**src/sv/spt_pkg.sv**
```systemverilog
`timescale 1ns / 1ps
// Shared constants, request codes and cell control struct for the sorted palette table.
// No dependencies; every other file imports this package.
package spt_pkg;

  localparam int TABLE_SIZE = 256;
  localparam int IDX_W      = (TABLE_SIZE > 2) ? $clog2(TABLE_SIZE) : 1;
  localparam int CNT_W      = $clog2(TABLE_SIZE + 1);
  localparam int KIND_W     = 2;
  localparam int COLOR_W    = 24;
  localparam int INDEX_W    = 8;
  localparam int SLOT_W     = 8;
  localparam int USED_W     = 9;
  localparam int WIDE_W     = (CNT_W > INDEX_W + 1) ? CNT_W : INDEX_W + 1;
  localparam int GRP        = 16;
  localparam int NGRP       = (TABLE_SIZE + GRP - 1) / GRP;
  localparam int PAD_N      = NGRP * GRP;

  typedef enum logic [KIND_W-1:0] {
    KIND_ADD   = 2'd0,
    KIND_FIND  = 2'd1,
    KIND_READ  = 2'd2,
    KIND_CLEAR = 2'd3
  } kind_t;

  typedef struct packed {
    kind_t               kind;
    logic [COLOR_W-1:0]  key;
    logic [INDEX_W-1:0]  index;
    logic [CNT_W-1:0]    count;
    logic                ins_en;
  } cell_ctl_t;

endpackage

```
**src/sv/spt_cell.sv**
```systemverilog
`timescale 1ns / 1ps
// One table cell: holds one sorted entry, compares it with the broadcast key,
// and takes the key or its left neighbor's entry on insert. Depends on spt_pkg.
module spt_cell (
  input  logic                         clk,
  input  logic [spt_pkg::IDX_W-1:0]    cell_pos,
  input  spt_pkg::cell_ctl_t           ctl,
  input  logic [spt_pkg::COLOR_W-1:0]  prev_entry,
  input  logic                         prev_lt,
  output logic [spt_pkg::COLOR_W-1:0]  entry,
  output logic                         lt,
  output logic                         hit,
  output logic [spt_pkg::COLOR_W-1:0]  payload
);
  import spt_pkg::*;

  logic [COLOR_W-1:0] entry_r;
  logic [COLOR_W-1:0] entry_nxt;
  logic [WIDE_W-1:0]  pos_w;
  logic               valid;
  logic               eq;

  assign pos_w = WIDE_W'(cell_pos);
  assign valid = pos_w < WIDE_W'(ctl.count);
  assign lt    = valid && (entry_r < ctl.key);
  assign eq    = valid && (entry_r == ctl.key);
  assign entry = entry_r;

  always_comb begin
    case (ctl.kind)
      KIND_READ: begin
        hit     = valid && (pos_w == WIDE_W'(ctl.index));
        payload = entry_r;
      end
      default: begin
        hit     = eq;
        payload = COLOR_W'(pos_w[SLOT_W-1:0]);
      end
    endcase
  end

  // keep entries below the key, drop the key in at the boundary, shift the rest up
  assign entry_nxt = lt ? entry_r : (prev_lt ? ctl.key : prev_entry);

  always_ff @(posedge clk) begin
    if (ctl.ins_en) begin
      entry_r <= entry_nxt;
    end
  end

endmodule

```
**config.mk**
```make
export PLATFORM = sky130hd
export DESIGN_NAME = spt_cell
export DESIGN_NICKNAME = d
export VERILOG_FILES = /design/src/sv/spt_pkg.sv /design/src/sv/spt_cell.sv
export SDC_FILE = /design/constraint.sdc
export NUM_CORES = 1
export LEC_CHECK = 0
export ABC_AREA = 1
export BUFFER_PORTS_ARGS = -buffer_cell sky130_fd_sc_hd__buf_2
export CORE_MARGIN = 5
export CORE_UTILIZATION = 48
export DETAILED_ROUTE_END_ITERATION = 6
export PLACE_DENSITY = 0.92
export SLEW_MARGIN = 25
export SYNTH_ARGS = -nofsm -noshare
export SYNTH_HDL_FRONTEND = slang
export SYNTH_SLANG_ARGS = --single-unit
```
**constraint.sdc**
```tcl
create_clock -name clk -period 4.9 [get_ports clk]
set_clock_uncertainty 0.2 [all_clocks]
set_input_delay 1.225 -clock clk [delete_from_list [all_inputs] [get_ports clk]]
set_output_delay 1.225 -clock clk [all_outputs]
set_load 0.01 [all_outputs]
```
==> results.ini, run 1 <==
[outcome]
status = complete, no violations

[final_layout]
nNetsFinal = 547
areaGrowthSynthToFinish_pct = 33.2
drive_above_1_share = 0.332
post-route-util = 0.671
fin_cells = 489
largest_reg_flops = 24
final_cell_area_um2 = 2980
antennaDiodeCount = 0

[die]
row_count = 24
initial_core_util = 0.503
die_area_um2 = 6130
design.portCount = 128
fp.dieH_um = 78.3
die_w_um = 78.3
core_area_um2 = 4440

[global_routing]
grt_overflow_total = 0
grt_usage = 0.194
grt_max_degree = 48
antenna_found_initial = 0
grt_pass1_wl_um = 9780
grt_pass1_vias = 2232

[clock_tree]
cts_tree = built
cts_root_buffer = clkbuf_8
clkTransAtPathRegs_ns = 0.09
cts_hold_buf = 0
htreeDepth = 1
post_cts_resized = 0
clk_latency_ns = 0.27
cts_buffer_depth = 2
numCtsBuffers = 3
cts_setup_buffers = 0
cts.sinks = 24

[power]
power.density_nw_per_um2 = 221
p_clk_frac = 0.265
intPower_mw = 0.454
p_switching_mw = 0.204
power.total_mw = 0.657
ir_worst_vdd_uv = 197
power.share.switching = 0.310
p_leak_nw = 1.78
p_comb_frac = 0.332
seqPwrFrac = 0.403

[critical_path]
cp.required_ns = 3.47
critical_path_class = input port to primary output
cp-end-kind = primary output
critPathLaunchType = input port
cp_max_fo = 3
arrival_ns = 2.44

[worst_hold_path]
hp-class = input port to flip-flop

[timing]
hold_slack_ns = 1.07
drv_slew = 0
period_needed_ns = 3.87
final-setup-viol-count = 0
worst_slack_ns = 1.03
rsz0062_at_grt = no
min_period_over_period = 0.789
worst_slew_pin_slew_ns = 0.942
hold_viol = 0
slew_headroom = 0.371
setup_tns_ns = 0
fmaxAchievable_mhz = 259

[placement]
dpl.hpwl_um = 5080
io_buffers = 127
dpl-instance-area_um2 = 2910
place_congestion = 0.898
post-place-ws_ns = 1.02
dp_cells = 485

[routing]
vias = 2309
wl_per_cell_um = 12.3
drc = 0
viasPerCell = 4.72
firstDrtPassIters = 4
ant_nets = 0
drtIter0Drc = 86
wl_um = 6000

[synthesis]
synth.avg_cell_area_um2 = 7.15
syn_inst = 313
yosys_warnings = 0
yosysUniqueCellTypes = 24
syn-cell-area_um2 = 2240
synth.ff_latch_count = 24
yosys-top-cells-area = edfxtp_1, ha_1, inv_1, nand2_1, nor2_1
yosysSeqAreaShare = 0.322
synth_top_area_frac = 0.322
synth.largest_area_cell = edfxtp_1
synth_nets = 422

[flow_run]
drv_cap = 0

[layout by cell type, fill, tap and decap left out]
cell,count
or2_1,2
nand3_2,1
a21boi_1,1
buf_2,127
xnor2_1,4
o21ai_0,4
nor2_1,52
nand2_2,4
buf_4,1
o21a_1,1
bufinv_16,1
edfxtp_1,24
nor2_2,2
inv_1,67
mux2_2,1
clkbuf_8,3
inv_2,2
a21oi_1,32
nor2_4,1
nand3_1,7
nand2_1,62
nor3_1,1
nand4_2,2
a21o_1,2
or2_0,2
ha_1,31
[Yosys cell counts (all sizes together)]
master	instances
a21oi	32
o21ai	4
clkbuf	3
edfxtp	24
a21o	2
xnor2	4
nand4	2
nor2	55
nor3	1
ha	31
a21boi	1
mux2	1
or2	4
nand2	66
nand3	8
buf	5
inv	69
o21a	1
[critical path, stage by stage]
cell and delay [ns]:
buf_2 0.12, ha_1 0.30, nand2_1 0.09, inv_1 0.04, nand2_1 0.05, nand2_1 0.04
nand2_1 0.05, nand3_1 0.11, nor2_1 0.14, nand3_2 0.10, inv_1 0.06, buf_2 0.12
[power by group through the flow]
stage / registers (mW) / clock network (mW) / logic (mW)
final: 0.265 / 0.174 / 0.218
after global routing: 0.269 / 0.187 / 0.249
after CTS: 0.266 / 0.179 / 0.221
after detailed placement: 0.270 / 0 / 0.219
after global placement: 0.269 / 0 / 0.211
after floorplan: 0.275 / 0 / 0.123
[worst paths after layout]
check,startpoint,to,slack (ns),depth (start not counted)
max reg2reg,entry[23]$_DFFE_PP_,entry[6]$_DFFE_PP_,2.20,9
max,cell_pos[4],lt,1.03,12
min,prev_entry[19],entry[19]$_DFFE_PP_,1.07,3
min reg2reg,entry[8]$_DFFE_PP_,entry[14]$_DFFE_PP_,1.50,7
[logic make-up (layout without fill, tap and decap cells)]
logic type      Yosys count  after routing  share of synthesized area
mux                       1              1                    0.00503
buf+inv                  77            201                      0.132
compound gates           40             40                     0.0940
flops                    24             24                      0.322
simple gates            136            136                      0.258
fa+ha+maj                31             31                      0.173
xor+xnor                  4              4                     0.0157
[cell type report]
type                       instances  area [um^2]
clock buffer                       3         41.3
clock inverter                     1         30.0
fill                             391         1460
inverter                          69          259
multi-input combinational        212         1220
sequential                        24          721
tap                               52         65.1
timing repair buffer             128          643
[routing by layer]
| metal | wire, um | global-route usage |
|---|---|---|
| met2 | 2920 | 0.349 |
| met3 | 422 | 0.0309 |
| met5 | 0 | 0 |
| met4 | 104 | 0.0612 |
| met1 | 2550 | 0.236 |
(Power assumes the default switching activity.)
==> run 2: changes to the inputs <==
Settings changed: ABC_AREA 1 to 0, CORE_UTILIZATION 48 to 40, PLACE_DENSITY 0.92 to 0.84.
Clock period 4.9 ns to 3.31 ns, I/O delays scaled along.
==> results.ini, run 2 <==
[power]
power.density_nw_per_um2 = 286  ; was 221 nW/um^2
ir_worst_vdd_uv = 258  ; was 197 uV
p_clk_frac = 0.188  ; was 0.265
p_leak_nw = 1.59  ; was 1.78 nW
power.share.switching = 0.303  ; was 0.310
p_switching_mw = 0.278  ; was 0.204 mW
power.total_mw = 0.917  ; was 0.657 mW
seqPwrFrac = 0.431  ; was 0.403
p_comb_frac = 0.381  ; was 0.332
intPower_mw = 0.640  ; was 0.454 mW

[synthesis]
syn_inst = 198  ; was 313
yosys-top-cells-area = edfxtp_1, ha_1, mux2_2, inv_1, and2_1  ; was edfxtp_1, ha_1, inv_1, nand2_1, nor2_1
yosysUniqueCellTypes = 32  ; was 24
async_flop_share = 0  ; unchanged
yosys_warnings = 0  ; unchanged
synth.avg_cell_area_um2 = 10.6  ; was 7.15 um^2
synth_top_area_frac = 0.342  ; was 0.322
yosysSeqAreaShare = 0.342  ; was 0.322
synth.largest_area_cell = edfxtp_1  ; unchanged
ys.flop_type = edfxtp_1  ; unchanged
synth_common_cells = mux2_2, ha_1, inv_1, edfxtp_1, and2_1  ; was inv_1, nand2_1, nor2_1, a21oi_1, ha_1
synth_nets = 307  ; was 422
synth.ff_latch_count = 24  ; unchanged
synth.most_common_cell = mux2_2  ; was inv_1
syn-cell-area_um2 = 2110  ; was 2240 um^2
synth_edf_count = 24  ; unchanged

[clock_tree]
cts_tree = built  ; unchanged
htreeDepth = 1  ; unchanged
clkTransAtPathRegs_ns = 0.08  ; was 0.09 ns
numCtsBuffers = 3  ; unchanged
cts_root_buffer = clkbuf_8  ; unchanged
cts.sinks = 24  ; unchanged
cts_buffer_depth = 2  ; unchanged
clk_latency_ns = 0.27  ; about the same
cts_hold_buf = 0  ; unchanged

[critical_path]
critical_path_class = input port to primary output  ; unchanged
cp.required_ns = 2.28  ; was 3.47 ns
critPathLaunchType = input port  ; unchanged
r2r_slack_ns = 0.72  ; was 2.20 ns
cp-end-kind = primary output  ; unchanged
arrival_ns = 2.42  ; was 2.44 ns
cp_max_fo = 2  ; was 3

[routing]
vias = 2016  ; was 2309
wl_um = 6250  ; was 6000 um
route.met2.wl_um = 3160  ; was 2920 um
wl_met3_um = 677  ; was 422 um
met1_length_um = 2330  ; was 2550 um
drtIter0Drc = 31  ; was 86
firstDrtPassIters = 2  ; was 4
drc = 0  ; unchanged
viasPerCell = 4.92  ; was 4.72
ant_nets = 0  ; unchanged
wl_per_cell_um = 15.2  ; was 12.3 um
highest_layer = met4  ; unchanged

[timing]
drv_slew = 0  ; unchanged
min_period_over_period = 1.04
period_needed_ns = 3.44
fmaxAchievable_mhz = 290
worst_slack_ns = -0.135  ; was 1.03 ns
hold_slack_ns = 0.656  ; was 1.07 ns
rsz0062_at_grt = yes  ; was no
hold_viol = 0  ; unchanged
final-setup-viol-count = 2  ; was 0
setup_tns_ns = -0.229  ; was 0 ns
slew_headroom = 0.630  ; was 0.371
worst_slew_pin_slew_ns = 0.554  ; was 0.942 ns

[global_routing]
grt_overflow_total = 0  ; unchanged
grt_pass1_wl_um = 9540  ; was 9780 um
grt_pass1_vias = 2140  ; was 2232
antenna_found_initial = 0  ; unchanged
grt_usage = 0.183  ; was 0.194
grt_max_degree = 26  ; was 48

[placement]
dpl-instance-area_um2 = 2930  ; was 2910 um^2
post-place-ws_ns = -0.346  ; was 1.02 ns
dp_cells = 404  ; was 485
dpl.hpwl_um = 4890  ; was 5080 um
place_congestion = 0.793  ; was 0.898
io_buffers = 127  ; unchanged

[final_layout]
final-seq-area_um2 = 721  ; unchanged
nNetsFinal = 451  ; was 547
fillers = 383  ; was 391
areaGrowthSynthToFinish_pct = 52.3  ; was 33.2%
post-route-util = 0.629  ; was 0.671
layout_common_cells = buf_2, mux2_2, edfxtp_1  ; was buf_2, inv_1, nand2_1
largest_reg_flops = 24  ; unchanged
antennaDiodeCount = 0  ; unchanged
final_common_cell = buf_2  ; unchanged
fin_cells = 410  ; was 489
drive_above_1_share = 0.621  ; was 0.332
multi_input_area_um2 = 1420  ; was 1220 um^2
final_cell_area_um2 = 3210  ; was 2980 um^2

[die]
row_count = 26  ; was 24
design.portCount = 128  ; unchanged
initial_core_util = 0.413  ; was 0.503
die_w_um = 82.6  ; was 78.3 um
fp.dieH_um = 82.6  ; was 78.3 um
die_area_um2 = 6820  ; was 6130 um^2
core_area_um2 = 5110  ; was 4440 um^2

[outcome]
status = finished, violations left  ; was complete, no violations
violations = negative setup slack

[worst_hold_path]
hp-class = input port to flip-flop  ; unchanged

[flow_run]
drv_cap = 0  ; unchanged

-- run 2: per-layer routing --
metal,global-route usage,vias to the layer above
met1,0.197,923
met3,0.0575,9
li1,-,996
met4,0.0392,0
met2,0.347,88
met5,0,-
-- run 2: path summary, 6_finish.rpt --
| path | from | to | cells after the start |
|---|---|---|---|
| max reg2reg | entry[21]$_DFFE_PP_ | entry[11]$_DFFE_PP_ | 7 |
| min | prev_entry[13] | entry[13]$_DFFE_PP_ | 2 |
| max | ctl[41] | hit | 9 |
| min reg2reg | entry[23]$_DFFE_PP_ | entry[12]$_DFFE_PP_ | 4 |
-- run 2: cell type report --
cell class,count,area share
inverter,31,0.0370
sequential,24,0.224
multi-input combinational,137,0.443
tap,70,0.0273
timing repair buffer,145,0.256
clock buffer,3,0.0129
-- run 2: logic make-up (layout without fill, tap and decap cells) --
logic type,count (synthesis),after routing,synth area share
mux,32,32,0.171
xor+xnor,8,8,0.0332
buf+inv,37,179,0.0659
compound gates,25,25,0.0825
simple gates,41,41,0.122
flops,24,24,0.342
fa+ha+maj,31,31,0.184
-- run 2: timing repair --
item | in CTS | in global routing
gates resized for setup | 34 | 2
setup endpoints to repair | 2 | 2
setup buffers | 3 | 0
pin swaps | 21 | 3
-- run 2: worst max-delay path, stage by stage --
cell	delay [ns]
buf_6	0.07
inv_1	0.06
ha_4	0.26
nand4_1	0.11
nor3_2	0.22
nand4_1	0.15
or4_4	0.44
a21oi_2	0.12
buf_2	0.14
-- run 2: power groups by stage --
stage | logic (mW) | registers (mW) | clock network [mW]
after global routing | 0.389 | 0.400 | 0.183
after detailed placement | 0.317 | 0.398 | 0
final | 0.350 | 0.395 | 0.172
after floorplan | 0.158 | 0.405 | 0
after CTS | 0.347 | 0.395 | 0.177
after global placement | 0.308 | 0.397 | 0
==> run 3: changes to the inputs <==
Settings changed: GPL_TIMING_DRIVEN from default to 0.
==> results.ini, run 3 (synthesis results as in run 2) <==
[outcome]
status = finished, violations left  ; unchanged
violations = negative setup slack  ; unchanged

[clock_tree]
cts_root_buffer = clkbuf_8  ; unchanged
cts_tree = built  ; unchanged
cts_hold_buf = 0  ; unchanged
clkTransAtPathRegs_ns = 0.09  ; was 0.08 ns
clk_latency_ns = 0.27  ; about the same
cts_buffer_depth = 2  ; unchanged
cts.sinks = 24  ; unchanged
numCtsBuffers = 3  ; unchanged
htreeDepth = 1  ; unchanged

[worst_hold_path]
holdPathStages = 2  ; unchanged
hp-class = input port to flip-flop  ; unchanged

[timing]
drv_slew = 0  ; unchanged
worst_slew_pin_slew_ns = 0.634  ; was 0.554 ns
worst_slack_ns = -0.301  ; was -0.135 ns
final-setup-viol-count = 2  ; unchanged
hold_viol = 0  ; unchanged
fmaxAchievable_mhz = 277  ; was 290 MHz
rsz0062_at_grt = yes  ; unchanged
slew_headroom = 0.577  ; was 0.630
min_period_over_period = 1.09  ; was 1.04
period_needed_ns = 3.61  ; was 3.44 ns

[critical_path]
critPathTopFamily = simple AND/OR/NAND/NOR gates  ; unchanged
cp.required_ns = 2.28  ; about the same
r2r_cells = 6  ; was 7
critPathBufInv = 3  ; unchanged
cp_common_cell = nand4_1  ; unchanged
critPathLaunchType = input port  ; unchanged
cp_max_fo = 2  ; unchanged
critical_path_class = input port to primary output  ; unchanged
path_cells = buf_6 -> inv_4 -> ha_4 -> nand4_1 -> nor3_2 -> nand4_1 -> or4_4 -> a21oi_2 -> buf_2  ; was buf_6 -> inv_1 -> ha_4 -> nand4_1 -> nor3_2 -> nand4_1 -> or4_4 -> a21oi_2 -> buf_2
cp-end-kind = primary output  ; unchanged
arrival_ns = 2.58  ; was 2.42 ns
path_depth = 9  ; unchanged
critPathSlowestCell = or4_4  ; unchanged
slowest_delay_ns = 0.45  ; was 0.44 ns

[die]
row_count = 26  ; unchanged
fp.dieH_um = 82.6  ; unchanged
die_w_um = 82.6  ; unchanged
die_area_um2 = 6820  ; unchanged
design.portCount = 128  ; unchanged
initial_core_util = 0.413  ; unchanged
core_area_um2 = 5110  ; unchanged

[final_layout]
final-seq-area_um2 = 721  ; unchanged
fillers = 401  ; was 383
drive_above_1_share = 0.619  ; was 0.621
multi_input_area_um2 = 1450  ; was 1420 um^2
areaGrowthSynthToFinish_pct = 52.3  ; unchanged
final_cell_area_um2 = 3210  ; unchanged
layout_common_cells = buf_2, mux2_2, edfxtp_1  ; unchanged
nNetsFinal = 442  ; was 451
antennaDiodeCount = 0  ; unchanged
final_common_cell = buf_2  ; unchanged
largest_reg_flops = 24  ; unchanged

[routing]
wl_um = 7300  ; was 6250 um
ant_nets = 0  ; unchanged
firstDrtPassIters = 4  ; was 2
viasPerCell = 5.21  ; was 4.92
drc = 0  ; unchanged
vias = 2090  ; was 2016
drtIter0Drc = 46  ; was 31
wl_per_cell_um = 18.2  ; was 15.2 um

[power]
p_leak_nw = 1.54  ; was 1.59 nW
ir_worst_vdd_uv = 224  ; was 258 uV
power.density_nw_per_um2 = 292  ; was 286 nW/um^2

[global_routing]
grt_overflow_total = 0  ; unchanged
grt_pass1_wl_um = 10800  ; was 9540 um
antenna_found_initial = 0  ; unchanged
grt_pass1_vias = 2332  ; was 2140
grt_max_degree = 25  ; was 26
grt_usage = 0.212  ; was 0.183

[flow_run]
drv_cap = 0  ; unchanged

[placement]
dpl-instance-area_um2 = 2840  ; was 2930 um^2
post-place-ws_ns = -0.488  ; was -0.346 ns
io_buffers = 126  ; was 127
dpl.hpwl_um = 5210  ; was 4890 um
place_congestion = 0.754  ; was 0.793

[run 3: per-layer routing]
metal  global-route usage  routed length, um  vias up
met5                    0                  0        -
met4               0.0948                240        0
met3               0.0618                709       26
met2                0.412               3790      107
met1                0.204               2560      977
li1                     -                  -      980
[run 3: final cells by class]
type,count,share of cell area
Tap cell,70,0.0273
Clock buffer,3,0.0129
Buffer,6,0.00779
Timing Repair Buffer,130,0.237
Sequential cell,24,0.224
Multi-Input combinational cell,137,0.452
Inverter,31,0.0394
[run 3: power breakdown]
part           internal (mW)  total, mW  switching (mW)
logic                  0.187      0.359           0.173
clock network         0.0816      0.179          0.0975
registers              0.371      0.399          0.0274
[run 3: timing repair]
item	4_1_cts	5_1_grt
buffers inserted	4	2
cloned	0	0
pin swaps	23	7
endpoints found under the setup margin	5	5
gates resized for setup	45	12
[run 3: final timing paths]
kind | startpoint | endpoint | slack [ns]
worst min register to register | entry[23]$_DFFE_PP_ | entry[20]$_DFFE_PP_ | 1.37
worst max register to register | entry[21]$_DFFE_PP_ | entry[0]$_DFFE_PP_ | 0.36
worst min-delay path | prev_entry[11] | entry[11]$_DFFE_PP_ | 0.65
worst max-delay path | ctl[40] | hit | -0.30
[run 3: metrics by stage]
stage / util / instances / total power, mW / hold WS [ns] / TNS (ns)
3_5_place_dp: 0.555 / 394 / 0.699 / 0.932 / -3.33
5_1_grt: 0.629 / 401 / 0.984 / 0.650 / -0.611
2_1_floorplan: - / 198 / 0.563 / 0.847 / -0.0218
3_3_place_gp: 0.555 / 394 / 0.686 / 0.929 / -11.20
6_report: 0.629 / 401 / 0.937 / 0.651 / -0.486
4_1_cts: 0.621 / 401 / 0.913 / 0.655 / -0.313
